[src/rtl/brl_pkg.sv]
// Shared constants and types for the Bresenham line rasterizer.
package brl_pkg;

   // Default coordinate width
   localparam int COORD_BITS_DEF = 12;

   // Request action codes
   localparam logic ACT_START = 1'b0;
   localparam logic ACT_STEP  = 1'b1;

   // Flags that travel with each result pixel
   typedef struct packed {
      logic pixel_valid;
      logic last_pixel;
   } brl_flags_type;

endpackage

[src/rtl/brl_in_stage.sv]
// Input register stage: captures one request transfer and holds it for the core.
module brl_in_stage
   import brl_pkg::*;
#(
   parameter int COORD_BITS = COORD_BITS_DEF
) (
   input  logic                         clock,
   input  logic                         reset,
   input  logic                         req_valid,
   output logic                         req_stall,
   input  logic                         req_action,
   input  logic signed [COORD_BITS-1:0] req_start_x,
   input  logic signed [COORD_BITS-1:0] req_start_y,
   input  logic signed [COORD_BITS-1:0] req_finish_x,
   input  logic signed [COORD_BITS-1:0] req_finish_y,
   input  logic                         out_free,
   output logic                         item_go,
   output logic                         item_action,
   output logic signed [COORD_BITS-1:0] item_start_x,
   output logic signed [COORD_BITS-1:0] item_start_y,
   output logic signed [COORD_BITS-1:0] item_finish_x,
   output logic signed [COORD_BITS-1:0] item_finish_y
);

   logic                         valid_ff;
   logic                         valid_in;
   logic                         load;
   logic                         action_ff;
   logic signed [COORD_BITS-1:0] start_x_ff;
   logic signed [COORD_BITS-1:0] start_y_ff;
   logic signed [COORD_BITS-1:0] finish_x_ff;
   logic signed [COORD_BITS-1:0] finish_y_ff;

   // Hand the held item on when the result register can take it
   assign item_go   = valid_ff && out_free;
   assign req_stall = valid_ff && !out_free;
   assign load      = req_valid && !req_stall;

   always_comb begin
      if (load) begin
         valid_in = 1'b1;
      end else if (item_go) begin
         valid_in = 1'b0;
      end else begin
         valid_in = valid_ff;
      end
   end

   // Hold valid under reset control
   always_ff @(posedge clock) begin
      if (reset) begin
         valid_ff <= 1'b0;
      end else begin
         valid_ff <= valid_in;
      end
   end

   // Capture the payload on each accepted transfer
   always_ff @(posedge clock) begin
      if (load) begin
         action_ff   <= req_action;
         start_x_ff  <= req_start_x;
         start_y_ff  <= req_start_y;
         finish_x_ff <= req_finish_x;
         finish_y_ff <= req_finish_y;
      end
   end

   assign item_action   = action_ff;
   assign item_start_x  = start_x_ff;
   assign item_start_y  = start_y_ff;
   assign item_finish_x = finish_x_ff;
   assign item_finish_y = finish_y_ff;

endmodule

[src/rtl/brl_core.sv]
// Line state and combinational setup / step logic of the rasterizer.
module brl_core
   import brl_pkg::*;
#(
   parameter int COORD_BITS = COORD_BITS_DEF
) (
   input  logic                         clock,
   input  logic                         reset,
   input  logic                         item_go,
   input  logic                         item_action,
   input  logic signed [COORD_BITS-1:0] item_start_x,
   input  logic signed [COORD_BITS-1:0] item_start_y,
   input  logic signed [COORD_BITS-1:0] item_finish_x,
   input  logic signed [COORD_BITS-1:0] item_finish_y,
   output logic signed [COORD_BITS-1:0] res_x,
   output logic signed [COORD_BITS-1:0] res_y,
   output brl_flags_type                res_flags
);

   localparam int N  = COORD_BITS;
   localparam int EW = COORD_BITS + 3;

   typedef enum logic [1:0] {
      PH_IDLE,
      PH_DRAW,
      PH_FINAL
   } phase_type;

   phase_type             phase_ff, phase_in;
   logic [N-1:0]          cur_x_ff, cur_x_in;
   logic [N-1:0]          cur_y_ff, cur_y_in;
   logic [EW-1:0]         err_ff, err_in;
   logic [N-1:0]          steps_ff, steps_in;
   logic [N-1:0]          major_ff, major_in;
   logic [N-1:0]          minor_ff, minor_in;
   logic [1:0]            x_step_ff, x_step_in;
   logic [1:0]            y_step_ff, y_step_in;
   logic                  swapped_ff, swapped_in;
   logic [N-1:0]          goal_x_ff, goal_x_in;
   logic [N-1:0]          goal_y_ff, goal_y_in;

   // Setup terms for a new line
   logic [N:0]            dx, dy, neg_dx, neg_dy;
   logic [N-1:0]          adx, ady, set_major, set_minor;
   logic                  set_swap;
   logic [1:0]            set_x_step, set_y_step;
   logic [EW-1:0]         set_err;

   // Step terms
   logic                  err_ge;
   logic [EW-1:0]         twice_major, twice_minor, step_err;
   logic [N-1:0]          x_inc, y_inc;

   // Deltas, magnitudes and directions
   assign dx     = {item_finish_x[N-1], item_finish_x} - {item_start_x[N-1], item_start_x};
   assign dy     = {item_finish_y[N-1], item_finish_y} - {item_start_y[N-1], item_start_y};
   assign neg_dx = ~dx + 1'b1;
   assign neg_dy = ~dy + 1'b1;
   assign adx    = dx[N] ? neg_dx[N-1:0] : dx[N-1:0];
   assign ady    = dy[N] ? neg_dy[N-1:0] : dy[N-1:0];

   assign set_x_step = (dx == '0) ? 2'b00 : (dx[N] ? 2'b11 : 2'b01);
   assign set_y_step = (dy == '0) ? 2'b00 : (dy[N] ? 2'b11 : 2'b01);
   assign set_swap   = ady > adx;
   assign set_major  = set_swap ? ady : adx;
   assign set_minor  = set_swap ? adx : ady;
   assign set_err    = {2'b00, set_minor, 1'b0} - {3'b000, set_major};

   // Error update and axis increments for one step
   assign twice_major = {2'b00, major_ff, 1'b0};
   assign twice_minor = {2'b00, minor_ff, 1'b0};
   assign err_ge      = !err_ff[EW-1];
   assign step_err    = err_ff + twice_minor - (err_ge ? twice_major : '0);
   assign x_inc       = {{(N-2){x_step_ff[1]}}, x_step_ff};
   assign y_inc       = {{(N-2){y_step_ff[1]}}, y_step_ff};

   always_comb begin
      phase_in   = phase_ff;
      cur_x_in   = cur_x_ff;
      cur_y_in   = cur_y_ff;
      err_in     = err_ff;
      steps_in   = steps_ff;
      major_in   = major_ff;
      minor_in   = minor_ff;
      x_step_in  = x_step_ff;
      y_step_in  = y_step_ff;
      swapped_in = swapped_ff;
      goal_x_in  = goal_x_ff;
      goal_y_in  = goal_y_ff;
      res_x      = '0;
      res_y      = '0;
      res_flags  = '{pixel_valid: 1'b0, last_pixel: 1'b0};

      if (item_action == ACT_START) begin
         // Latch the new line and emit its first endpoint
         cur_x_in   = item_start_x;
         cur_y_in   = item_start_y;
         goal_x_in  = item_finish_x;
         goal_y_in  = item_finish_y;
         err_in     = set_err;
         steps_in   = set_major;
         major_in   = set_major;
         minor_in   = set_minor;
         x_step_in  = set_x_step;
         y_step_in  = set_y_step;
         swapped_in = set_swap;
         phase_in   = (set_major == '0) ? PH_FINAL : PH_DRAW;
         res_x      = item_start_x;
         res_y      = item_start_y;
         res_flags  = '{pixel_valid: 1'b1, last_pixel: 1'b0};
      end else begin
         unique case (phase_ff)
            PH_DRAW: begin
               // Advance along the major axis, and the minor one when due
               err_in = step_err;
               if (swapped_ff) begin
                  cur_y_in = cur_y_ff + y_inc;
                  cur_x_in = err_ge ? cur_x_ff + x_inc : cur_x_ff;
               end else begin
                  cur_x_in = cur_x_ff + x_inc;
                  cur_y_in = err_ge ? cur_y_ff + y_inc : cur_y_ff;
               end
               steps_in = steps_ff - 1'b1;
               if (steps_ff == {{(N-1){1'b0}}, 1'b1}) begin
                  phase_in = PH_FINAL;
               end
               res_x     = cur_x_in;
               res_y     = cur_y_in;
               res_flags = '{pixel_valid: 1'b1, last_pixel: 1'b0};
            end
            PH_FINAL: begin
               // Repeat the second endpoint, flagged as last
               phase_in  = PH_IDLE;
               res_x     = goal_x_ff;
               res_y     = goal_y_ff;
               res_flags = '{pixel_valid: 1'b1, last_pixel: 1'b1};
            end
            default: begin
               // Idle: drop the step with an invalid pixel
               phase_in = phase_ff;
            end
         endcase
      end
   end

   // Hold line state; advance it on each item handed on
   always_ff @(posedge clock) begin
      if (reset) begin
         phase_ff <= PH_IDLE;
      end else if (item_go) begin
         phase_ff <= phase_in;
      end
      if (item_go) begin
         cur_x_ff   <= cur_x_in;
         cur_y_ff   <= cur_y_in;
         err_ff     <= err_in;
         steps_ff   <= steps_in;
         major_ff   <= major_in;
         minor_ff   <= minor_in;
         x_step_ff  <= x_step_in;
         y_step_ff  <= y_step_in;
         swapped_ff <= swapped_in;
         goal_x_ff  <= goal_x_in;
         goal_y_ff  <= goal_y_in;
      end
   end

endmodule

[src/rtl/brl_out_stage.sv]
// Result register stage: holds one pixel until the response transfer completes.
module brl_out_stage
   import brl_pkg::*;
#(
   parameter int COORD_BITS = COORD_BITS_DEF
) (
   input  logic                         clock,
   input  logic                         reset,
   input  logic                         item_go,
   input  logic signed [COORD_BITS-1:0] res_x,
   input  logic signed [COORD_BITS-1:0] res_y,
   input  brl_flags_type                res_flags,
   output logic                         out_free,
   output logic                         rsp_valid,
   input  logic                         rsp_stall,
   output logic signed [COORD_BITS-1:0] rsp_pixel_x,
   output logic signed [COORD_BITS-1:0] rsp_pixel_y,
   output logic                         rsp_pixel_valid,
   output logic                         rsp_last_pixel
);

   logic                         valid_ff;
   logic                         valid_in;
   logic signed [COORD_BITS-1:0] x_ff;
   logic signed [COORD_BITS-1:0] y_ff;
   brl_flags_type                flags_ff;

   // Room for a new result when empty or the current one leaves now
   assign out_free = !valid_ff || !rsp_stall;

   always_comb begin
      if (item_go) begin
         valid_in = 1'b1;
      end else if (rsp_stall) begin
         valid_in = valid_ff;
      end else begin
         valid_in = 1'b0;
      end
   end

   always_ff @(posedge clock) begin
      if (reset) begin
         valid_ff <= 1'b0;
      end else begin
         valid_ff <= valid_in;
      end
   end

   // Load the result payload
   always_ff @(posedge clock) begin
      if (item_go) begin
         x_ff     <= res_x;
         y_ff     <= res_y;
         flags_ff <= res_flags;
      end
   end

   assign rsp_valid       = valid_ff;
   assign rsp_pixel_x     = x_ff;
   assign rsp_pixel_y     = y_ff;
   assign rsp_pixel_valid = flags_ff.pixel_valid;
   assign rsp_last_pixel  = flags_ff.last_pixel;

endmodule

[src/rtl/bresenham_line_rasterizer_top.sv]
// Bresenham line rasterizer: one pixel result for each request transfer.
// Path: input register, then setup/step logic into the result register.
// Throughput: one request per cycle unless rsp_stall holds a result; the
// one-step error update and axis add sit between the two registers, so a
// full line runs at one pixel per clock.
// Reset (synchronous): empties both registers and leaves the drawing idle.
module bresenham_line_rasterizer_top
   import brl_pkg::*;
#(
   parameter int COORD_BITS = COORD_BITS_DEF
) (
   input  logic                         clock,
   input  logic                         reset,
   input  logic                         req_valid,
   output logic                         req_stall,
   input  logic                         req_action,
   input  logic signed [COORD_BITS-1:0] req_start_x,
   input  logic signed [COORD_BITS-1:0] req_start_y,
   input  logic signed [COORD_BITS-1:0] req_finish_x,
   input  logic signed [COORD_BITS-1:0] req_finish_y,
   output logic                         rsp_valid,
   input  logic                         rsp_stall,
   output logic signed [COORD_BITS-1:0] rsp_pixel_x,
   output logic signed [COORD_BITS-1:0] rsp_pixel_y,
   output logic                         rsp_pixel_valid,
   output logic                         rsp_last_pixel
);

   logic                         out_free;
   logic                         item_go;
   logic                         item_action;
   logic signed [COORD_BITS-1:0] item_start_x;
   logic signed [COORD_BITS-1:0] item_start_y;
   logic signed [COORD_BITS-1:0] item_finish_x;
   logic signed [COORD_BITS-1:0] item_finish_y;
   logic signed [COORD_BITS-1:0] res_x;
   logic signed [COORD_BITS-1:0] res_y;
   brl_flags_type                res_flags;

   brl_in_stage #(
      .COORD_BITS (COORD_BITS)
   ) u_in_stage (
      .clock         (clock),
      .reset         (reset),
      .req_valid     (req_valid),
      .req_stall     (req_stall),
      .req_action    (req_action),
      .req_start_x   (req_start_x),
      .req_start_y   (req_start_y),
      .req_finish_x  (req_finish_x),
      .req_finish_y  (req_finish_y),
      .out_free      (out_free),
      .item_go       (item_go),
      .item_action   (item_action),
      .item_start_x  (item_start_x),
      .item_start_y  (item_start_y),
      .item_finish_x (item_finish_x),
      .item_finish_y (item_finish_y)
   );

   brl_core #(
      .COORD_BITS (COORD_BITS)
   ) u_core (
      .clock         (clock),
      .reset         (reset),
      .item_go       (item_go),
      .item_action   (item_action),
      .item_start_x  (item_start_x),
      .item_start_y  (item_start_y),
      .item_finish_x (item_finish_x),
      .item_finish_y (item_finish_y),
      .res_x         (res_x),
      .res_y         (res_y),
      .res_flags     (res_flags)
   );

   brl_out_stage #(
      .COORD_BITS (COORD_BITS)
   ) u_out_stage (
      .clock           (clock),
      .reset           (reset),
      .item_go         (item_go),
      .res_x           (res_x),
      .res_y           (res_y),
      .res_flags       (res_flags),
      .out_free        (out_free),
      .rsp_valid       (rsp_valid),
      .rsp_stall       (rsp_stall),
      .rsp_pixel_x     (rsp_pixel_x),
      .rsp_pixel_y     (rsp_pixel_y),
      .rsp_pixel_valid (rsp_pixel_valid),
      .rsp_last_pixel  (rsp_last_pixel)
   );

`ifndef SYNTHESIS
   // Requests back up only behind a held, stalled result
   assert property (@(posedge clock) disable iff (reset)
      req_stall |-> (rsp_valid && rsp_stall))
      else $error("request stalled while result side is free");

   // A last pixel is always a real pixel
   assert property (@(posedge clock) disable iff (reset)
      (rsp_valid && rsp_last_pixel) |-> rsp_pixel_valid)
      else $error("last pixel flagged without a valid pixel");

   // Reset empties the result register
   assert property (@(posedge clock)
      $past(reset) |-> !rsp_valid)
      else $error("result valid right after reset");
`endif

endmodule
[config.mk]
export PLATFORM = sky130hd
export DESIGN_NAME = bresenham_line_rasterizer_top
export DESIGN_NICKNAME = d
export VERILOG_FILES = /design/src/rtl/brl_pkg.sv /design/src/rtl/brl_in_stage.sv /design/src/rtl/brl_core.sv /design/src/rtl/brl_out_stage.sv /design/src/rtl/bresenham_line_rasterizer_top.sv
export SDC_FILE = /design/constraint.sdc
export NUM_CORES = 1
export LEC_CHECK = 0
export ABC_AREA = 0
export ABC_CLOCK_PERIOD_IN_PS = 23500
export BUFFER_PORTS_ARGS = -buffer_cell sky130_fd_sc_hd__buf_2
export CAP_MARGIN = 15
export CORE_AREA = 2 2 171 240
export CTS_CLUSTER_DIAMETER = 150
export DETAILED_ROUTE_END_ITERATION = 8
export DIE_AREA = 0 0 173 242
export PLACE_DENSITY = 0.57
export SETUP_SLACK_MARGIN = 0.3
export SKIP_LAST_GASP = 1
export SLEW_MARGIN = 5
export SYNTH_ARGS = -nofsm -noshare
export SYNTH_HDL_FRONTEND = slang
export SYNTH_SLANG_ARGS = --single-unit
export TNS_END_PERCENT = 1
[constraint.sdc]
create_clock -name clock -period 23.5 [get_ports clock]
set_clock_uncertainty 0.15 [all_clocks]
set_input_delay 0 -clock clock [delete_from_list [all_inputs] [get_ports clock]]
set_output_delay 0 -clock clock [all_outputs]
set_load 0.1 [all_outputs]
==> qor.yml, run 1 <==
result_of_the_run: "complete, no violations"
post_synth_main_area_contributors: "sky130_fd_sc_hd__edfxtp_1 45%, sky130_fd_sc_hd__ha_1 9.0%, sky130_fd_sc_hd__xnor2_1 4.5%"
dp_hpwl_um: 20450
worstSetupEndpointType: "flip-flop"
synth_edf_count: 178
worstHoldPathType: "in2reg"
criticalPathCategory: "reg2reg"
crit_required_ps: 23530
timing.critical_path.mode_cell: "sky130_fd_sc_hd__a21oi_1"
rr_startpoint: "u_in_stage.item_start_x[0]"
slew_viol_final: 0
syn_nets: 1303
slew_headroom: 0.4228
num_rows: 87
yosys_register_bits: 182
cap_viol_max_count: 0
vias_per_cell: 4.784
grt_setup_unrepaired: "false"
netlist-cell-type-count: 76
clock_tree.root_cell: "sky130_fd_sc_hd__clkbuf_16"
holdPathEnd: "u_in_stage.item_start_x[9]"
clock_sinks: 182
irDropWorstVdd_uv: 66.79
worst-path-max-fanout: 37
drive_gt1_frac: 0.1120
peak_per_stage_delay_on_the_critical_path_ps: 730
num_vias: 8706
post_cts_buffers: 0
floorplan.io_pins: 81
hold_path_startpoint: "req_start_x[9]"
ys_dominant_reg_cell: "sky130_fd_sc_hd__edfxtp_1"
synth-async-reset-ratio: 0
core_outline_area_um2: 39840
fp.dieArea_um2: 41870
route.detailed.wl_per_inst_um: 15.36
final.min_clock_period_ps: 8572
die_h_um: 242
min_path_cells: 2
grt_antenna_before_repair: 0
globalRouteTotalUtil: 0.1359
detail_route.iter0.violations: 421
clkLatencyLatePin_ps: 460
synthDominantCellAreaShare: 0.4529
area_growth_syn_to_layout_pct: 17.90
antenna-diode-count: 0
synth_sequential_area_ratio: 0.4597
tritoncts: "built"
die_w_um: 173
ant_nets: 0
drt-total-wl_um: 27950
worstPathBufferInverterCount: 2
h-tree-depth: 4
io_buffers: 80
power.density_nw_per_um2: 104.4
setup_viol_count_final: 0
drtPass1Iterations: 5
synthesis.instances: 1147
final.period_utilization: 0.3648
clockBufferDepth: 2
post-synth-top-count-cell: "sky130_fd_sc_hd__edfxtp_1"
synthesis.area_per_instance_um2: 10.29
path_clk_slew_ps: 70
path_delay_family: "compound AO/OA/AOI/OAI gates"
pin_count_of_the_biggest_net_entering_global_routing: 79
first_pass_grt_wire_length_um: 45100
worst-r2r-setup-slack_ps: 14930
design.final.nets: 1429
post_synth_instance_area_um2: 11800
synthTopCellsByCount: "178 x sky130_fd_sc_hd__edfxtp_1, 130 x sky130_fd_sc_hd__inv_1, 98 x sky130_fd_sc_hd__nand2_1"
report.final.hold_viol_count: 0
initial_core_utilization: 0.2962
number_of_global_route_vias_before_repair: 8861
regToRegEndpoint: "u_core.err_ff[12]"
finalCoreUtilization: 0.3493
grt_overflow_total: 0
reg2reg_depth: 34
fmax_mhz: 116.7
worst-endpoint-arrival_ps: 8600
post-synth-top-area-cell: "sky130_fd_sc_hd__edfxtp_1"
place.gp.congestion: 0.8520
power.static_leakage_nw: 5.581
setup-tns-final_ps: 0
critPathSlowestCell: "sky130_fd_sc_hd__a21oi_1"
synthesis.yosys.warnings: 0
post-route-drc-count: 0
start_kind: "flip-flop"
slew_worst_pin_ps: 865.8
num_cts_buffers: 17
## area by class of cell
cell class	instances	area, µm²
Fill cell	4044	25920
Multi-Input combinational cell	800	5768
Sequential cell	182	5425
Timing Repair Buffer	142	998.5
Tap cell	534	668.1
Inverter	130	488.0
Clock buffer	19	432.9
Clock inverter	13	135.1
## routing by layer
layer / vias up / global-route usage / part of all wire
li1: 4332 / - / -
met3: 36 / 0.02401 / 0.024
met2: 126 / 0.2572 / 0.54
met4: 0 / 0.05309 / 0.023
met5: - / 0 / 0
met1: 4212 / 0.1491 / 0.41
## worst max path at each step
stage / startpoint / endpoint / slack [ps] / cells past startpoint
after floorplan: u_in_stage.item_start_x[0] / u_core.err_ff[12] / 15860 / 37
after global placement: u_in_stage.item_start_x[0] / u_core.err_ff[12] / 15140 / 34
after detailed placement: u_in_stage.item_start_x[0] / u_core.err_ff[12] / 14990 / 34
after CTS: u_in_stage.item_start_x[0] / u_core.err_ff[12] / 14960 / 34
after global routing: u_in_stage.item_start_x[0] / u_core.err_ff[12] / 14040 / 34
final: u_in_stage.item_start_x[0] / u_core.err_ff[12] / 14930 / 34
## placed cells by master, fill, tap and decap left out, types with 3 or more instances in the layout
master and n:
sky130_fd_sc_hd__nor3_1 8, sky130_fd_sc_hd__mux2i_1 22, sky130_fd_sc_hd__dlygate4sd3_1 53, sky130_fd_sc_hd__o21ai_0 57
sky130_fd_sc_hd__a21oi_2 3, sky130_fd_sc_hd__nand4_1 7, sky130_fd_sc_hd__nor4_1 7, sky130_fd_sc_hd__inv_8 3
sky130_fd_sc_hd__o211ai_1 4, sky130_fd_sc_hd__o31ai_1 3, sky130_fd_sc_hd__ha_1 85, sky130_fd_sc_hd__nand2_1 98
sky130_fd_sc_hd__a211oi_1 11, sky130_fd_sc_hd__nand3b_1 7, sky130_fd_sc_hd__inv_1 130, sky130_fd_sc_hd__edfxtp_1 178
sky130_fd_sc_hd__dfxtp_1 4, sky130_fd_sc_hd__and3_1 3, sky130_fd_sc_hd__nor2_1 90, sky130_fd_sc_hd__fa_1 18
sky130_fd_sc_hd__xnor2_1 60, sky130_fd_sc_hd__o31a_1 3, sky130_fd_sc_hd__xor2_1 22, sky130_fd_sc_hd__and2_1 6
sky130_fd_sc_hd__a31oi_1 14, sky130_fd_sc_hd__o21bai_1 16, sky130_fd_sc_hd__o221ai_1 21, sky130_fd_sc_hd__inv_6 5
sky130_fd_sc_hd__o21a_1 13, sky130_fd_sc_hd__a21oi_1 91, sky130_fd_sc_hd__o21ai_1 3, sky130_fd_sc_hd__or2_2 4
sky130_fd_sc_hd__or3_1 8, sky130_fd_sc_hd__nor2b_1 25, sky130_fd_sc_hd__buf_2 80, sky130_fd_sc_hd__clkbuf_16 17
sky130_fd_sc_hd__nand2b_1 16, sky130_fd_sc_hd__buf_4 9, sky130_fd_sc_hd__a21o_1 17, sky130_fd_sc_hd__nand3_1 13
## power by group
part,internal [mW],total [mW],switching (mW),leakage (nW)
sequential,0.417,0.429,0.0128,1.70
combinational,0.303,0.740,0.437,3.61
clock,0.150,0.284,0.134,0.273
total,0.869,1.45,0.584,5.58
## worst reg2reg max path, delay by kind of cell, from the launching register on
kind                     cells  cell delay, ps
AO/OA/AOI/OAI               20            4580
adder cells (fa/ha/maj)      4            1470
AND/OR/NAND/NOR              5             560
buffers and inverters        2             520
multiplexers                 2             470
flip-flops                   1             410
XOR/XNOR                     1             130
## registers in the layout, summed over array words and instances (netlist names), 12 cells and up
| name | count |
|---|---|
| u_core.err_ff | 14 |
| u_core.cur_x_ff | 12 |
| u_core.cur_y_ff | 12 |
| u_core.goal_x_ff | 12 |
| u_core.goal_y_ff | 12 |
| u_core.major_ff | 12 |
| u_core.minor_ff | 12 |
| u_core.steps_ff | 12 |
| u_in_stage.item_finish_x | 12 |
| u_in_stage.item_finish_y | 12 |
| u_in_stage.item_start_x | 12 |
| u_in_stage.item_start_y | 12 |
| u_out_stage.rsp_pixel_x | 12 |
| u_out_stage.rsp_pixel_y | 12 |
## kinds of logic after synthesis
kind of cell	Yosys count	synth area share
XOR/XNOR	85	0.06615
multiplexers	25	0.02279
buffers and inverters	165	0.05385
AND/OR/NAND/NOR	305	0.1219
AO/OA/AOI/OAI	282	0.1550
adder cells (fa/ha/maj)	103	0.1206
flip-flops	182	0.4597
## metrics by stage
step | setup slack [ps] | area (µm²) | total power [mW] | hold slack [ps] | instances
after floorplan | 15860 | 11800 | 1.003 | -80.93 | 1147
after detailed placement | 14990 | 12820 | 1.167 | 28.09 | 1735
after global placement | 15140 | 12820 | 1.152 | 27.89 | 1735
after global routing | 14040 | 13920 | 1.564 | 83.89 | 1820
after CTS | 14960 | 13920 | 1.464 | 66.48 | 1820
final | 14930 | 13920 | 1.453 | 98.63 | 1820
## repair_timing
| item | CTS | global route |
|---|---|---|
| resized for setup | 0 | 0 |
| setup endpoints to repair | 0 | 0 |
| hold endpoints to repair | 53 | 0 |
| hold buffers | 53 | 0 |
Power figures use the tool's default switching activity.
==> run 2, diff against run 1 <==
--- a/config.mk
+++ b/config.mk
@@ -6,7 +6,7 @@
 export NUM_CORES = 1
 export LEC_CHECK = 0
 export ABC_AREA = 0
-export ABC_CLOCK_PERIOD_IN_PS = 23500
+export ABC_CLOCK_PERIOD_IN_PS = 8600
 export BUFFER_PORTS_ARGS = -buffer_cell sky130_fd_sc_hd__buf_2
 export CAP_MARGIN = 15
 export CORE_AREA = 2 2 171 240
==> constraint.sdc (replaced) <==
create_clock -name clock -period 8.6 [get_ports clock]
set_clock_uncertainty 0.15 [all_clocks]
set_input_delay 0 -clock clock [delete_from_list [all_inputs] [get_ports clock]]
set_output_delay 0 -clock clock [all_outputs]
set_load 0.1 [all_outputs]
==> qor.yml, run 2 (same netlist as run 1, synthesis figures left out) <==
initial_core_utilization: 0.2962
power.density_nw_per_um2: 284.3
irDropWorstVdd_uv: 177.0
die_w_um: 173
grt_setup_unrepaired: "false"
number_of_global_route_vias_before_repair: 8870
drive_gt1_frac: 0.1244
clockBufferDepth: 2
h-tree-depth: 4
vias_per_cell: 4.745
fp.dieArea_um2: 41870
peak_per_stage_delay_on_the_critical_path_ps: 440
dp_hpwl_um: 20410
worst_setup_path_startpoint: "u_in_stage.item_start_y[0]"
slew_worst_pin_ps: 873.8
num_rows: 87
critPathSlowestCell: "sky130_fd_sc_hd__fa_1"
worst-path-max-fanout: 14
fmax_mhz: 132.0
layout.filler_cells: 4053
floorplan.io_pins: 81
most-common-layout-cells: "178 x sky130_fd_sc_hd__edfxtp_1, 130 x sky130_fd_sc_hd__inv_1, 98 x sky130_fd_sc_hd__nand2_1"
die_h_um: 242
start_kind: "flip-flop"
worstHoldPathType: "in2reg"
num_cts_buffers: 17
worst-endpoint-arrival_ps: 7610
tritoncts: "built"
hold_path_startpoint: "req_start_y[2]"
num_vias: 8673
clkLatencyLatePin_ps: 460
finalCoreUtilization: 0.3520
core_outline_area_um2: 39840
ant_nets: 0
drt-total-wl_um: 27690
drtPass1Iterations: 5
final.period_utilization: 0.8810
largest_register_ffs: 14
clock_sinks: 182
route.detailed.wl_per_inst_um: 15.14
clock_tree.root_cell: "sky130_fd_sc_hd__clkbuf_16"
post-route-drc-count: 0
io_buffers: 80
crit_required_ps: 8630
cap_viol_max_count: 0
place.gp.congestion: 0.8613
path_clk_slew_ps: 70
report.final.hold_viol_count: 0
detail_route.iter0.violations: 399
grt_antenna_before_repair: 0
largest-register: "u_core.err_ff"
worstSetupEndpointType: "flip-flop"
design.final.nets: 1438
rr_startpoint: "u_in_stage.item_start_y[0]"
layout_commonest_cell: "sky130_fd_sc_hd__edfxtp_1"
timing.critical_path.mode_cell: "sky130_fd_sc_hd__a21oi_1"
criticalPathCategory: "reg2reg"
pin_count_of_the_biggest_net_entering_global_routing: 82
final.min_clock_period_ps: 7577
globalRouteTotalUtil: 0.1353
slew_viol_final: 0
result_of_the_run: "complete, no violations"
area_growth_syn_to_layout_pct: 18.82
first_pass_grt_wire_length_um: 44880
grt_overflow_total: 0
power.static_leakage_nw: 5.635
antenna-diode-count: 0
setup_viol_count_final: 0
power_mw: 3.987
slew_headroom: 0.4174
setup-tns-final_ps: 0
## run 2: changes by cell type in the layout (fill, tap and decap cells not counted), moves of 2 or more
| cell | before | now |
|---|---|---|
| sky130_fd_sc_hd__a21oi_2 | 3 | 6 |
| sky130_fd_sc_hd__inv_8 | 3 | 1 |
| sky130_fd_sc_hd__buf_4 | 9 | 19 |
| sky130_fd_sc_hd__a21oi_1 | 91 | 88 |
## run 2: area by class of cell
cell class,count,area (µm²),share of cell area
Sequential cell,182,5425,0.3869
Clock inverter,13,147.6,0.01053
Tap cell,534,668.1,0.04764
Inverter,130,488.0,0.03480
Timing Repair Buffer,151,1064,0.07584
Clock buffer,18,429.2,0.03060
Multi-Input combinational cell,800,5802,0.4137
## run 2: per-layer routing
layer  GRT usage  routed length [µm]  vias to the layer above
li1            -                   -                     4360
met1      0.1474               11390                     4180
met2      0.2569               15020                       98
met3     0.02087                 571                       35
met4     0.05857                 711                        0
met5           0                   0                        -
## run 2: path summary, 6_finish.rpt
path                                                    to  slack (ps)  depth (start not counted)
worst max-delay path                     u_core.err_ff[12]        1020                         36
worst min-delay path            u_in_stage.item_start_y[2]          90                          2
worst min register to register         u_core.goal_y_ff[0]         310                          0
worst max register to register           u_core.err_ff[12]        1020                         36
## run 2: report_power, final
group	internal, mW	total [mW]	leakage (nW)	switching [mW]
clock network	0.430	0.788	0.277	0.357
logic	0.852	2.03	3.66	1.17
registers	1.14	1.17	1.70	0.0351
total	2.42	3.99	5.64	1.57
## run 2: critical path: cells and delay by family, from the launching register on
kind,cells,cell delay (ps)
buf+inv,3,340
flops,1,420
fa+ha+maj,4,1420
mux,2,340
xor+xnor,1,140
compound gates,19,3640
simple gates,7,810
## run 2: repair_timing
item                       in CTS  in global routing
buffers inserted                0                  4
hold endpoints to repair       53                  0
hold buffers                   52                  0
gates resized for setup         0                  9
setup endpoints to repair       0                  7
## run 2: through the flow
step                instance area (µm²)  instances  hold slack (ps)  worst slack [ps]
floorplan                         11800       1147           -80.93             958.7
global placement                  12860       1741            26.35             537.2
detailed placement                12860       1741            28.09             423.4
CTS                               13960       1824            70.15             375.2
global route                      14020       1828            87.26             283.4
finish                            14020       1828            93.52              1023
==> run 3, diff against run 2 <==
--- a/config.mk
+++ b/config.mk
@@ -6,14 +6,14 @@
 export NUM_CORES = 1
 export LEC_CHECK = 0
 export ABC_AREA = 0
-export ABC_CLOCK_PERIOD_IN_PS = 8600
+export ABC_CLOCK_PERIOD_IN_PS = 6800
 export BUFFER_PORTS_ARGS = -buffer_cell sky130_fd_sc_hd__buf_2
 export CAP_MARGIN = 15
 export CORE_AREA = 2 2 171 240
 export CTS_CLUSTER_DIAMETER = 150
 export DETAILED_ROUTE_END_ITERATION = 8
 export DIE_AREA = 0 0 173 242
-export PLACE_DENSITY = 0.57
+export PLACE_DENSITY = 0.59
 export SETUP_SLACK_MARGIN = 0.3
 export SKIP_LAST_GASP = 1
 export SLEW_MARGIN = 5
==> constraint.sdc (replaced) <==
create_clock -name clock -period 6.8 [get_ports clock]
set_clock_uncertainty 0.15 [all_clocks]
set_input_delay 0 -clock clock [delete_from_list [all_inputs] [get_ports clock]]
set_output_delay 0 -clock clock [all_outputs]
set_load 0.1 [all_outputs]
==> qor.yml, run 3 (same netlist as run 1, synthesis figures left out) <==
cap_viol_max_count: 0
irDropWorstVdd_uv: 263.2
combPwrFrac: 0.586
worstSetupEndpointType: "flip-flop"
internal_power_mw: 3.585
result_of_the_run: "complete, no violations"
clock_sinks: 182
worst_slack_at_placement_ps: -109.7
layout.filler_cells: 4006
p_clk_frac: 0.158
core_outline_area_um2: 39840
timing.critical_path.mode_cell: "sky130_fd_sc_hd__a21oi_2"
route.detailed.wl_per_inst_um: 15.88
finish.cell_count_without_fillers: 1909
largest_register_ffs: 14
worst-path-max-fanout: 5
worst-endpoint-arrival_ps: 6670
num_vias: 9094
slew_viol_final: 0
grt_setup_unrepaired: "true"
antenna-diode-count: 0
setup_ws_ps: 161.0
swShare: 0.3853
power.density_nw_per_um2: 391.3
die_w_um: 173
slew_headroom: 0.4131
final.min_clock_period_ps: 6639
die_h_um: 242
grt_antenna_before_repair: 0
number_of_global_route_vias_before_repair: 9608
detail_route.iter0.violations: 407
drive_gt1_frac: 0.2058
area_growth_syn_to_layout_pct: 26.25
peak_per_stage_delay_on_the_critical_path_ps: 500
num_cts_buffers: 17
fraction_of_power_consumed_by_sequential_logic: 0.255
worstPathBufferInverterCount: 5
report.final.hold_viol_count: 0
final_area_um2: 14900
power_mw: 5.831
grt_overflow_total: 0
drtPass1Iterations: 4
drt-total-wl_um: 30320
power.static_leakage_nw: 6.051
total_switching_power_mw: 2.247
ant_nets: 0
clock_tree.root_cell: "sky130_fd_sc_hd__clkbuf_16"
initial_core_utilization: 0.2962
crit_required_ps: 6830
most-common-layout-cells: "178 x sky130_fd_sc_hd__edfxtp_1, 126 x sky130_fd_sc_hd__inv_1, 95 x sky130_fd_sc_hd__nand2_1"
largest-register: "u_core.err_ff"
pin_count_of_the_biggest_net_entering_global_routing: 79
first_pass_grt_wire_length_um: 48970
placed_cell_area_um2: 13410
fmax_mhz: 150.6
fp.dieArea_um2: 41870
vias_per_cell: 4.764
place.gp.congestion: 0.9083
design.final.nets: 1518
post-route-drc-count: 0
slew_worst_pin_ps: 878.3
io_buffers: 80
globalRouteTotalUtil: 0.1475
tritoncts: "built"
criticalPathCategory: "reg2reg"
critPathSlowestCell: "sky130_fd_sc_hd__a2111o_1"
setup_viol_count_final: 0
worstHoldPathType: "in2reg"
layout_commonest_cell: "sky130_fd_sc_hd__edfxtp_1"
clockBufferDepth: 2
clkLatencyLatePin_ps: 450
path_clk_slew_ps: 70
start_kind: "flip-flop"
floorplan.io_pins: 81
path_delay_family: "compound AO/OA/AOI/OAI gates"
num_rows: 87
count_of_placed_standard_cells_including_taps: 1801
dp_hpwl_um: 22630
final.period_utilization: 0.9763
setup-tns-final_ps: 0
h-tree-depth: 4
-- run 3: cell count changes in the layout (fill, tap and decap cells not counted), sizes merged --
cell and change:
buf +80, bufinv -2, clkinvlp +1, inv -2, clkbuf +2, clkinv +2
-- run 3: timing repair --
| item | CTS | global route |
|---|---|---|
| gates resized for setup | 31 | 20 |
| pin swaps | 23 | 22 |
| buffers inserted | 15 | 8 |
| cloned | 1 | 0 |
| setup endpoints to repair | 6 | 9 |
| endpoints found under the hold margin | 53 | 0 |
| hold buffers | 52 | 0 |
-- run 3: through the flow --
stage | hold slack, ps | util
2_1_floorplan | -80.93 | -
3_3_place_gp | 27.54 | 0.3365
3_5_place_dp | 28.10 | 0.3365
4_1_cts | 75.68 | 0.3700
5_1_grt | 99.96 | 0.3740
6_report | 98.43 | 0.3740
-- run 3: area by class of cell --
type                            instances  area (µm²)  area share
Clock buffer                           20       436.7     0.02931
Sequential cell                       182        5425      0.3641
Multi-Input combinational cell        800        6070      0.4073
Tap cell                              534       668.1     0.04484
Clock inverter                         12       97.59    0.006550
Timing Repair Buffer                  231        1715      0.1151
Inverter                              130       488.0     0.03275
-- run 3: worst reg2reg max path, delay by kind of cell (launching register included) --
family / cells / cell delay (ps)
compound gates: 18 / 3000
fa+ha+maj: 4 / 1060
simple gates: 6 / 710
buf+inv: 5 / 610
flops: 1 / 400
xor+xnor: 2 / 350
mux: 1 / 80
-- run 3: routing by layer --
metal	GRT usage	vias up	wire, µm
li1	-	4523	-
met1	0.1587	4399	12290
met2	0.2886	130	16650
met3	0.01742	42	570
met4	0.05882	0	813
met5	0	-	0
-- run 3: final timing paths --
kind | from | to | slack, ps | depth (start not counted)
max | u_in_stage.item_finish_y[0] | u_core.err_ff[12] | 160 | 36
min | req_finish_y[0] | u_in_stage.item_finish_y[0] | 100 | 2
max reg2reg | u_in_stage.item_finish_y[0] | u_core.err_ff[12] | 160 | 36
min reg2reg | u_in_stage.item_finish_y[4] | u_core.goal_y_ff[4] | 320 | 0
-- run 3: power groups by stage --
stage / Sequential (mW) / Clock, mW / Combinational, mW
after floorplan: 1.55 / 0 / 2.01
after global placement: 1.51 / 0 / 2.99
after detailed placement: 1.51 / 0 / 3.03
after CTS: 1.49 / 0.948 / 3.32
after global routing: 1.50 / 0.985 / 3.78
final: 1.49 / 0.923 / 3.42
